<file path="config.mk">
export PLATFORM = sky130hd
export DESIGN_NAME = min_priority_job_queue
export DESIGN_NICKNAME = d
export VERILOG_FILES = /design/src/rtl/mpq_pkg.sv /design/src/rtl/min_priority_job_queue.sv /design/src/rtl/mpq_cell.sv
export VERILOG_INCLUDE_DIRS = /design/src /design/src/rtl
export SDC_FILE = /design/constraint.sdc
export NUM_CORES = 2
export LEC_CHECK = 0
export BUFFER_PORTS_ARGS = -buffer_cell sky130_fd_sc_hd__buf_2
export CORE_UTILIZATION = 40
export CTS_CLUSTER_SIZE = 20
export DETAILED_ROUTE_END_ITERATION = 6
export PLACE_DENSITY = 0.6
export SYNTH_ARGS = -nofsm -noshare
export SYNTH_HDL_FRONTEND = slang
export SYNTH_SLANG_ARGS = --single-unit
</file>
<file path="constraint.sdc">
create_clock -name clk -period 5.94 [get_ports clk]
set_input_delay 0.297 -clock clk [delete_from_list [all_inputs] [get_ports clk]]
set_output_delay 0.297 -clock clk [all_outputs]
set_load 0.05 [all_outputs]
</file>
<file path="src/rtl/assert_macros.svh">
// Assertion helpers shared by the queue modules; clk and rst are taken from the using module.
`ifndef ASSERT_MACROS_SVH
`define ASSERT_MACROS_SVH

// Expression must hold at every clock edge outside reset.
`define ASSERT_ALWAYS(name, expr, msg) \
  name: assert property (@(posedge clk) disable iff (rst) (expr)) else $error(msg);

// Consequent must hold at the same edge as the antecedent.
`define ASSERT_IMPLY(name, ante, cons, msg) \
  name: assert property (@(posedge clk) disable iff (rst) (ante) |-> (cons)) else $error(msg);

`endif

</file>
<file path="src/rtl/mpq_pkg.sv">
package mpq_pkg;

  localparam int DEF_QUEUE_DEPTH   = 16;
  localparam int DEF_PRIORITY_BITS = 8;
  localparam int DEF_PAYLOAD_BITS  = 32;

  typedef enum logic [1:0] {
    CMD_ENQ  = 2'd0,
    CMD_DEQ  = 2'd1,
    CMD_PEEK = 2'd2
  } cmd_t;

  typedef enum logic [1:0] {
    STAT_OK    = 2'd0,
    STAT_EMPTY = 2'd1,
    STAT_FULL  = 2'd2,
    STAT_ZERO  = 2'd3
  } stat_t;

  // Update command broadcast to every cell; each cell decides by its own index.
  typedef struct packed {
    logic shift;  // cells at or above sel_idx take their upper neighbor's entry
    logic load;   // the cell at sel_idx takes the write data
  } cell_op_t;

endpackage

</file>
<file path="src/rtl/min_priority_job_queue.sv">
// Job queue of QUEUE_DEPTH slots kept in arrival order in a row of cells. A request carries
// the command in s_tuser and the job in s_tdata. Each request yields one response, with a
// status in m_tuser and the job found plus the counts in m_tdata.
// Enqueue, an unused command and dequeue or peek on an empty queue go from the accept
// straight to S_EXEC, which loads the response into the output register; the next request
// is taken back in S_IDLE. Dequeue and peek on a nonempty queue first pass through S_SCAN,
// where the minimum search walks the cell row one cell per cycle. S_EXEC then loads the
// response and, for a dequeue, shifts all later cells down. One request is in flight at a
// time. A new request is taken while the previous response still waits in the output
// register, but its own response and update stall until that register frees.
module min_priority_job_queue #(
  parameter int QUEUE_DEPTH   = mpq_pkg::DEF_QUEUE_DEPTH,
  parameter int PRIORITY_BITS = mpq_pkg::DEF_PRIORITY_BITS,
  parameter int PAYLOAD_BITS  = mpq_pkg::DEF_PAYLOAD_BITS
) (
  input  logic clk,
  input  logic rst,
  input  logic s_tvalid,
  output logic s_tready,
  // in_priority, in_payload
  input  logic [((PRIORITY_BITS + PAYLOAD_BITS + 7) / 8) * 8 - 1:0] s_tdata,
  // command
  input  logic [1:0] s_tuser,
  output logic m_tvalid,
  input  logic m_tready,
  // out_priority, out_payload, entry_total, free_slots, is_empty, is_full
  output logic [((PRIORITY_BITS + PAYLOAD_BITS + 2 * $clog2(QUEUE_DEPTH + 1) + 2 + 7) / 8)
                * 8 - 1:0] m_tdata,
  // status
  output logic [1:0] m_tuser
);
  import mpq_pkg::*;

  `include "assert_macros.svh"

  localparam int IDX_W    = $clog2(QUEUE_DEPTH);
  localparam int CNT_W    = $clog2(QUEUE_DEPTH + 1);
  localparam int OUT_BITS = PRIORITY_BITS + PAYLOAD_BITS + 2 * CNT_W + 2;
  localparam int OUT_W    = ((OUT_BITS + 7) / 8) * 8;

  typedef enum logic [2:0] {
    S_IDLE = 3'b001,
    S_SCAN = 3'b010,
    S_EXEC = 3'b100
  } state_t;

  state_t state, state_next;

  logic [CNT_W-1:0]          count, count_next;
  cmd_t                      cmd_q, in_cmd;
  logic [PRIORITY_BITS-1:0]  pri_q, in_pri, res_pri;
  logic [PAYLOAD_BITS-1:0]   pay_q, in_pay, res_pay;
  stat_t                     res_stat;
  logic                      accept, scan_start, commit, full;
  cell_op_t                  op;
  logic [IDX_W-1:0]          sel_idx;

  logic [PRIORITY_BITS-1:0]  cell_pri [0:QUEUE_DEPTH];
  logic [PAYLOAD_BITS-1:0]   cell_pay [0:QUEUE_DEPTH];
  logic                      scan_valid [0:QUEUE_DEPTH];
  logic                      scan_found [0:QUEUE_DEPTH];
  logic [PRIORITY_BITS-1:0]  scan_pri [0:QUEUE_DEPTH];
  logic [PAYLOAD_BITS-1:0]   scan_pay [0:QUEUE_DEPTH];
  logic [IDX_W-1:0]          scan_idx [0:QUEUE_DEPTH];

  assign in_cmd = cmd_t'(s_tuser);
  assign in_pri = s_tdata[PRIORITY_BITS-1:0];
  assign in_pay = s_tdata[PRIORITY_BITS+PAYLOAD_BITS-1:PRIORITY_BITS];

  assign s_tready   = (state == S_IDLE);
  assign accept     = s_tvalid && s_tready;
  assign scan_start = accept && ((in_cmd == CMD_DEQ) || (in_cmd == CMD_PEEK)) && (count != '0);
  assign commit     = (state == S_EXEC) && (!m_tvalid || m_tready);
  assign full       = (count == CNT_W'(QUEUE_DEPTH));

  // Seed of the search wave, and the empty slot shifted into the top cell.
  assign scan_valid[0]           = scan_start;
  assign scan_found[0]           = 1'b0;
  assign scan_pri[0]             = '0;
  assign scan_pay[0]             = '0;
  assign scan_idx[0]             = '0;
  assign cell_pri[QUEUE_DEPTH]   = '0;
  assign cell_pay[QUEUE_DEPTH]   = '0;

  for (genvar i = 0; i < QUEUE_DEPTH; i++) begin : g_cell
    mpq_cell #(
      .CELL_IDX      (i),
      .QUEUE_DEPTH   (QUEUE_DEPTH),
      .PRIORITY_BITS (PRIORITY_BITS),
      .PAYLOAD_BITS  (PAYLOAD_BITS)
    ) u_cell (
      .clk            (clk),
      .rst            (rst),
      .op             (op),
      .sel_idx        (sel_idx),
      .wr_pri         (pri_q),
      .wr_pay         (pay_q),
      .next_pri       (cell_pri[i+1]),
      .next_pay       (cell_pay[i+1]),
      .pri            (cell_pri[i]),
      .pay            (cell_pay[i]),
      .scan_in_valid  (scan_valid[i]),
      .scan_in_found  (scan_found[i]),
      .scan_in_pri    (scan_pri[i]),
      .scan_in_pay    (scan_pay[i]),
      .scan_in_idx    (scan_idx[i]),
      .scan_out_valid (scan_valid[i+1]),
      .scan_out_found (scan_found[i+1]),
      .scan_out_pri   (scan_pri[i+1]),
      .scan_out_pay   (scan_pay[i+1]),
      .scan_out_idx   (scan_idx[i+1])
    );
  end

  always_comb begin
    state_next = state;
    unique case (state)
      S_IDLE: begin
        if (accept) begin
          state_next = scan_start ? S_SCAN : S_EXEC;
        end
      end
      S_SCAN: begin
        if (scan_valid[QUEUE_DEPTH]) begin
          state_next = S_EXEC;
        end
      end
      S_EXEC: begin
        if (commit) begin
          state_next = S_IDLE;
        end
      end
      default: state_next = S_IDLE;
    endcase
  end

  // Outcome of the held request; the cell update fires only on commit.
  always_comb begin
    res_stat   = STAT_OK;
    res_pri    = '0;
    res_pay    = '0;
    count_next = count;
    op         = '0;
    sel_idx    = count[IDX_W-1:0];
    case (cmd_q)
      CMD_ENQ: begin
        if (pri_q == '0) begin
          res_stat = STAT_ZERO;
        end else if (full) begin
          res_stat = STAT_FULL;
        end else begin
          op.load    = commit;
          count_next = count + CNT_W'(1);
        end
      end
      CMD_DEQ, CMD_PEEK: begin
        if (count == '0) begin
          res_stat = STAT_EMPTY;
        end else begin
          res_pri = scan_pri[QUEUE_DEPTH];
          res_pay = scan_pay[QUEUE_DEPTH];
          if (cmd_q == CMD_DEQ) begin
            op.shift   = commit;
            sel_idx    = scan_idx[QUEUE_DEPTH];
            count_next = count - CNT_W'(1);
          end
        end
      end
      default: ;
    endcase
  end

  always_ff @(posedge clk) begin
    if (rst) begin
      state <= S_IDLE;
      count <= '0;
    end else begin
      state <= state_next;
      if (commit) begin
        count <= count_next;
      end
    end
  end

  always_ff @(posedge clk) begin
    if (accept) begin
      cmd_q <= in_cmd;
      pri_q <= in_pri;
      pay_q <= in_pay;
    end
  end

  always_ff @(posedge clk) begin
    if (rst) begin
      m_tvalid <= 1'b0;
    end else if (commit) begin
      m_tvalid <= 1'b1;
    end else if (m_tready) begin
      m_tvalid <= 1'b0;
    end
  end

  always_ff @(posedge clk) begin
    if (commit) begin
      m_tuser <= res_stat;
      m_tdata <= OUT_W'({(count_next == CNT_W'(QUEUE_DEPTH)),
                         (count_next == '0),
                         CNT_W'(CNT_W'(QUEUE_DEPTH) - count_next),
                         count_next,
                         res_pay,
                         res_pri});
    end
  end

  `ASSERT_ALWAYS(a_count_range, count <= CNT_W'(QUEUE_DEPTH), "entry count above depth")
  `ASSERT_IMPLY(a_scan_in_scan, scan_valid[QUEUE_DEPTH], state == S_SCAN,
                "search finished outside search state")
  `ASSERT_IMPLY(a_scan_found, scan_valid[QUEUE_DEPTH] && (count != '0),
                scan_found[QUEUE_DEPTH], "search found no entry in a nonempty queue")

endmodule

</file>
<file path="src/rtl/mpq_cell.sv">
module mpq_cell #(
  parameter int CELL_IDX      = 0,
  parameter int QUEUE_DEPTH   = mpq_pkg::DEF_QUEUE_DEPTH,
  parameter int PRIORITY_BITS = mpq_pkg::DEF_PRIORITY_BITS,
  parameter int PAYLOAD_BITS  = mpq_pkg::DEF_PAYLOAD_BITS
) (
  input  logic                             clk,
  input  logic                             rst,
  input  mpq_pkg::cell_op_t                op,
  input  logic [$clog2(QUEUE_DEPTH)-1:0]   sel_idx,
  input  logic [PRIORITY_BITS-1:0]         wr_pri,
  input  logic [PAYLOAD_BITS-1:0]          wr_pay,
  input  logic [PRIORITY_BITS-1:0]         next_pri,
  input  logic [PAYLOAD_BITS-1:0]          next_pay,
  output logic [PRIORITY_BITS-1:0]         pri,
  output logic [PAYLOAD_BITS-1:0]          pay,
  input  logic                             scan_in_valid,
  input  logic                             scan_in_found,
  input  logic [PRIORITY_BITS-1:0]         scan_in_pri,
  input  logic [PAYLOAD_BITS-1:0]          scan_in_pay,
  input  logic [$clog2(QUEUE_DEPTH)-1:0]   scan_in_idx,
  output logic                             scan_out_valid,
  output logic                             scan_out_found,
  output logic [PRIORITY_BITS-1:0]         scan_out_pri,
  output logic [PAYLOAD_BITS-1:0]          scan_out_pay,
  output logic [$clog2(QUEUE_DEPTH)-1:0]   scan_out_idx
);
  import mpq_pkg::*;

  `include "assert_macros.svh"

  localparam int IDX_W = $clog2(QUEUE_DEPTH);
  localparam logic [IDX_W-1:0] MY_IDX = IDX_W'(CELL_IDX);

  logic take;

  // A zero priority marks an empty slot; strict compare keeps the earlier entry on a tie.
  assign take = (pri != '0) && (!scan_in_found || (pri < scan_in_pri));

  always_ff @(posedge clk) begin
    if (rst) begin
      pri <= '0;
    end else if (op.shift && (sel_idx <= MY_IDX)) begin
      pri <= next_pri;
    end else if (op.load && (sel_idx == MY_IDX)) begin
      pri <= wr_pri;
    end
  end

  always_ff @(posedge clk) begin
    if (op.shift && (sel_idx <= MY_IDX)) begin
      pay <= next_pay;
    end else if (op.load && (sel_idx == MY_IDX)) begin
      pay <= wr_pay;
    end
  end

  always_ff @(posedge clk) begin
    if (rst) begin
      scan_out_valid <= 1'b0;
    end else begin
      scan_out_valid <= scan_in_valid;
    end
  end

  // Advance the running minimum one cell per cycle.
  always_ff @(posedge clk) begin
    if (scan_in_valid) begin
      if (take) begin
        scan_out_found <= 1'b1;
        scan_out_pri   <= pri;
        scan_out_pay   <= pay;
        scan_out_idx   <= MY_IDX;
      end else begin
        scan_out_found <= scan_in_found;
        scan_out_pri   <= scan_in_pri;
        scan_out_pay   <= scan_in_pay;
        scan_out_idx   <= scan_in_idx;
      end
    end
  end

  `ASSERT_ALWAYS(a_op_excl, !(op.shift && op.load), "shift and load issued together")
  `ASSERT_ALWAYS(a_packed, !((pri == '0) && (next_pri != '0)), "gap below a stored entry")

endmodule
</file>
==> flow_metrics.tcl <==
set metrics [dict create \
    maxSlewHeadroom_pct 3.73 \
    max_freq_mhz 228 \
    antenna_found_initial 11 \
    ff2ff_setup_slack_ns 1.55 \
    leakage_nw 28.3 \
    cp_data_required_time_ns 6.50 \
    rows 153 \
    netlist.top_cell.by_area "edfxtp_1" \
    drcViolationCount 0 \
    synth_edf_count 1279 \
    synthArstFlopShare_pct 0 \
    vias 52000 \
    clk_pin_slew_ns 0.06 \
    finalMaxSlewViolations 0 \
    die_area_um2 178000 \
    die_h_um 422 \
    cts_max_level 4 \
    power.density_nw_per_um2 283 \
    ios 106 \
    design_area_um2 79400 \
    finalWorstSetupSlack_ns 1.55 \
    ys_seq_area_share_pct 59.7 \
    synth_ff_type "edfxtp_1" \
    grt_pass1_vias 50200 \
    placedInstanceArea_um2 73300 \
    holdCritPathClass "in2reg" \
    ys_seq_elements 1464 \
    clock_latency_ns 0.83 \
    tightest_slew_ns 1.44 \
    nets 5952 \
    avgViaCountPerCell 6.30 \
    cts_buffer_depth 3 \
    syn_area_um2 70600 \
    cts_setup_buffers 0 \
    ys_warn_count 0 \
    start_util_pct 40.4 \
    fin_crit_ns 4.39 \
    cts-buffers-inserted 159 \
    preCtsSetupSlack_ns 1.53 \
    rsz0062_at_grt "no" \
    place_hpwl_mm 142 \
    syn-instance-count 5885 \
    cp-end-kind "register" \
    fin_crit_sh_pct 73.9 \
    cap_violations 0 \
    wl_mm 222 \
    skew_ns 0.0341 \
    startpoint_type "register" \
    drt_iter0_markers 7264 \
    arrival_ns 4.95 \
    cts_tree "done" \
    crit_fanout 50 \
    die_w_um 422 \
    dr.pass1.iters 7 \
    syn_to_final_growth_pct 12.4 \
    core_um2 175000 \
    ant_nets 0 \
    synth_most_common_cell "edfxtp_1" \
    yosys-top-cells-count "1279 x edfxtp_1, 831 x nand2_1, 475 x clkbuf_1" \
    synth_area_leaders "edfxtp_1 54%, mux2_2 7.5%, dfxtp_1 5.2%, nand2_1 4.4%, o2111ai_1 4.0%" \
    avgRoutedWirePerCell_um 26.9 \
    drive_above_1_share_pct 18.3 \
    root_buffer "clkbuf_16" \
    syn_avg_cell_area_um2 12.0 \
    gr-total-overflow 0 \
    gp_congestion 0.868 \
    peakVddDrop_mv 0.248 \
    grt_start_max_net_pins 89 \
    synth_cell_types 83 \
    crit_type "reg2reg" \
    grtUsageTotal_pct 24.2 \
    tns_ns 0 \
    finalSetupViolCount 0 \
    synth_top_cell_area_share_pct 54.4 \
    portBuffers 101 \
    finalHoldViolations 0 \
    status "complete, no violations" \
    grt_pass1_wl_mm 331 \
    cts.sinks 1464 \
]
[placed cells by master, fill, tap and decap left out, types with 130 or more instances in the layout]
cell type     n
a22oi_1     326
buf_4       160
clkbuf_16   162
dfxtp_1     170
edfxtp_1   1279
inv_1       130
mux2_2      471
nand2_1     828
nand3_1     402
nand4_1     324
o2111ai_1   321
[path summary, 6_finish.rpt]
path                                            to                     from  cells after the start
setup reg to reg           g_cell[0].u_cell.pay[1]                 cmd_q[0]                     10
hold reg to reg   g_cell[0].u_cell.scan_out_pri[5]  g_cell[0].u_cell.pri[5]                      0
setup / recovery           g_cell[0].u_cell.pay[1]                 cmd_q[0]                     10
hold / removal                            pri_q[7]               s_tdata[7]                      2
[per-stage QoR]
step	hold WS (ns)	std cells	util (%)	total power [mW]
after detailed placement	0.459	7910	42.0	12.1
after global placement	0.454	7910	42.0	12.1
after floorplan	0.396	5888	-	11.8
after global routing	0.159	8255	45.5	23.0
after CTS	0.128	8254	45.4	22.6
final	0.190	8256	45.5	22.5
[sequential cells by signal (all words and copies together) (netlist names), 3 cells and up]
register and flops:
g_cell.u_cell.pay 512, g_cell.u_cell.scan_out_pay 512, g_cell.u_cell.pri 128, g_cell.u_cell.scan_out_pri 128
m_tdata 51, g_cell.u_cell.scan_out_idx 49, pay_q 32, g_cell.u_cell.scan_out_valid 16
g_cell.u_cell.scan_out_found 15, pri_q 8, count 5, state 3
[critical path, cell delays in order, from the launching register on]
cell      delay (ns)
edfxtp_1        0.38
inv_1           0.07
ha_1            0.27
buf_4           0.40
nand2_1         0.41
nor4_4          0.82
nand2_1         0.14
buf_4           0.32
nor2_4          0.53
buf_4           0.37
mux2_2          0.38
[per-layer routing]
metal | track usage (%) | up-vias | part of all wire, %
met5 | 0 | - | 0.019
met4 | 11.4 | 6 | 5.1
met3 | 4.37 | 608 | 7.8
met2 | 39.1 | 2829 | 47
met1 | 31.6 | 25800 | 40
li1 | - | 22800 | -
[report_power, final]
group / switching [mW] / internal [mW]
Clock: 4.39 / 6.17
Combinational: 0.511 / 0.239
Sequential: 0.0184 / 11.2
Total: 4.92 / 17.6
[final cells by class]
type | instances | area [um2]
Fill cell | 15700 | 95200
Sequential cell | 1464 | 42100
Multi-Input combinational cell | 3728 | 26100
Clock buffer | 205 | 4350
Tap cell | 2325 | 2910
Timing Repair Buffer | 307 | 2180
Clock inverter | 93 | 1190
Inverter | 133 | 499
Antenna cell | 1 | 2.50
[cells by family after synthesis]
logic type,after synthesis,synth area share [%]
compound gates,1102,12.6
xor+xnor,3,0.0372
fa+ha+maj,113,2.00
buf+inv,696,3.89
flops,1464,59.7
mux,515,8.14
other cells,1,0.00531
simple gates,1991,13.7
[what timing repair did]
item,in CTS,in global routing
gates resized for setup,0,0
hold endpoints to repair,51,0
hold buffers,46,0
(Power assumes the default switching activity.)
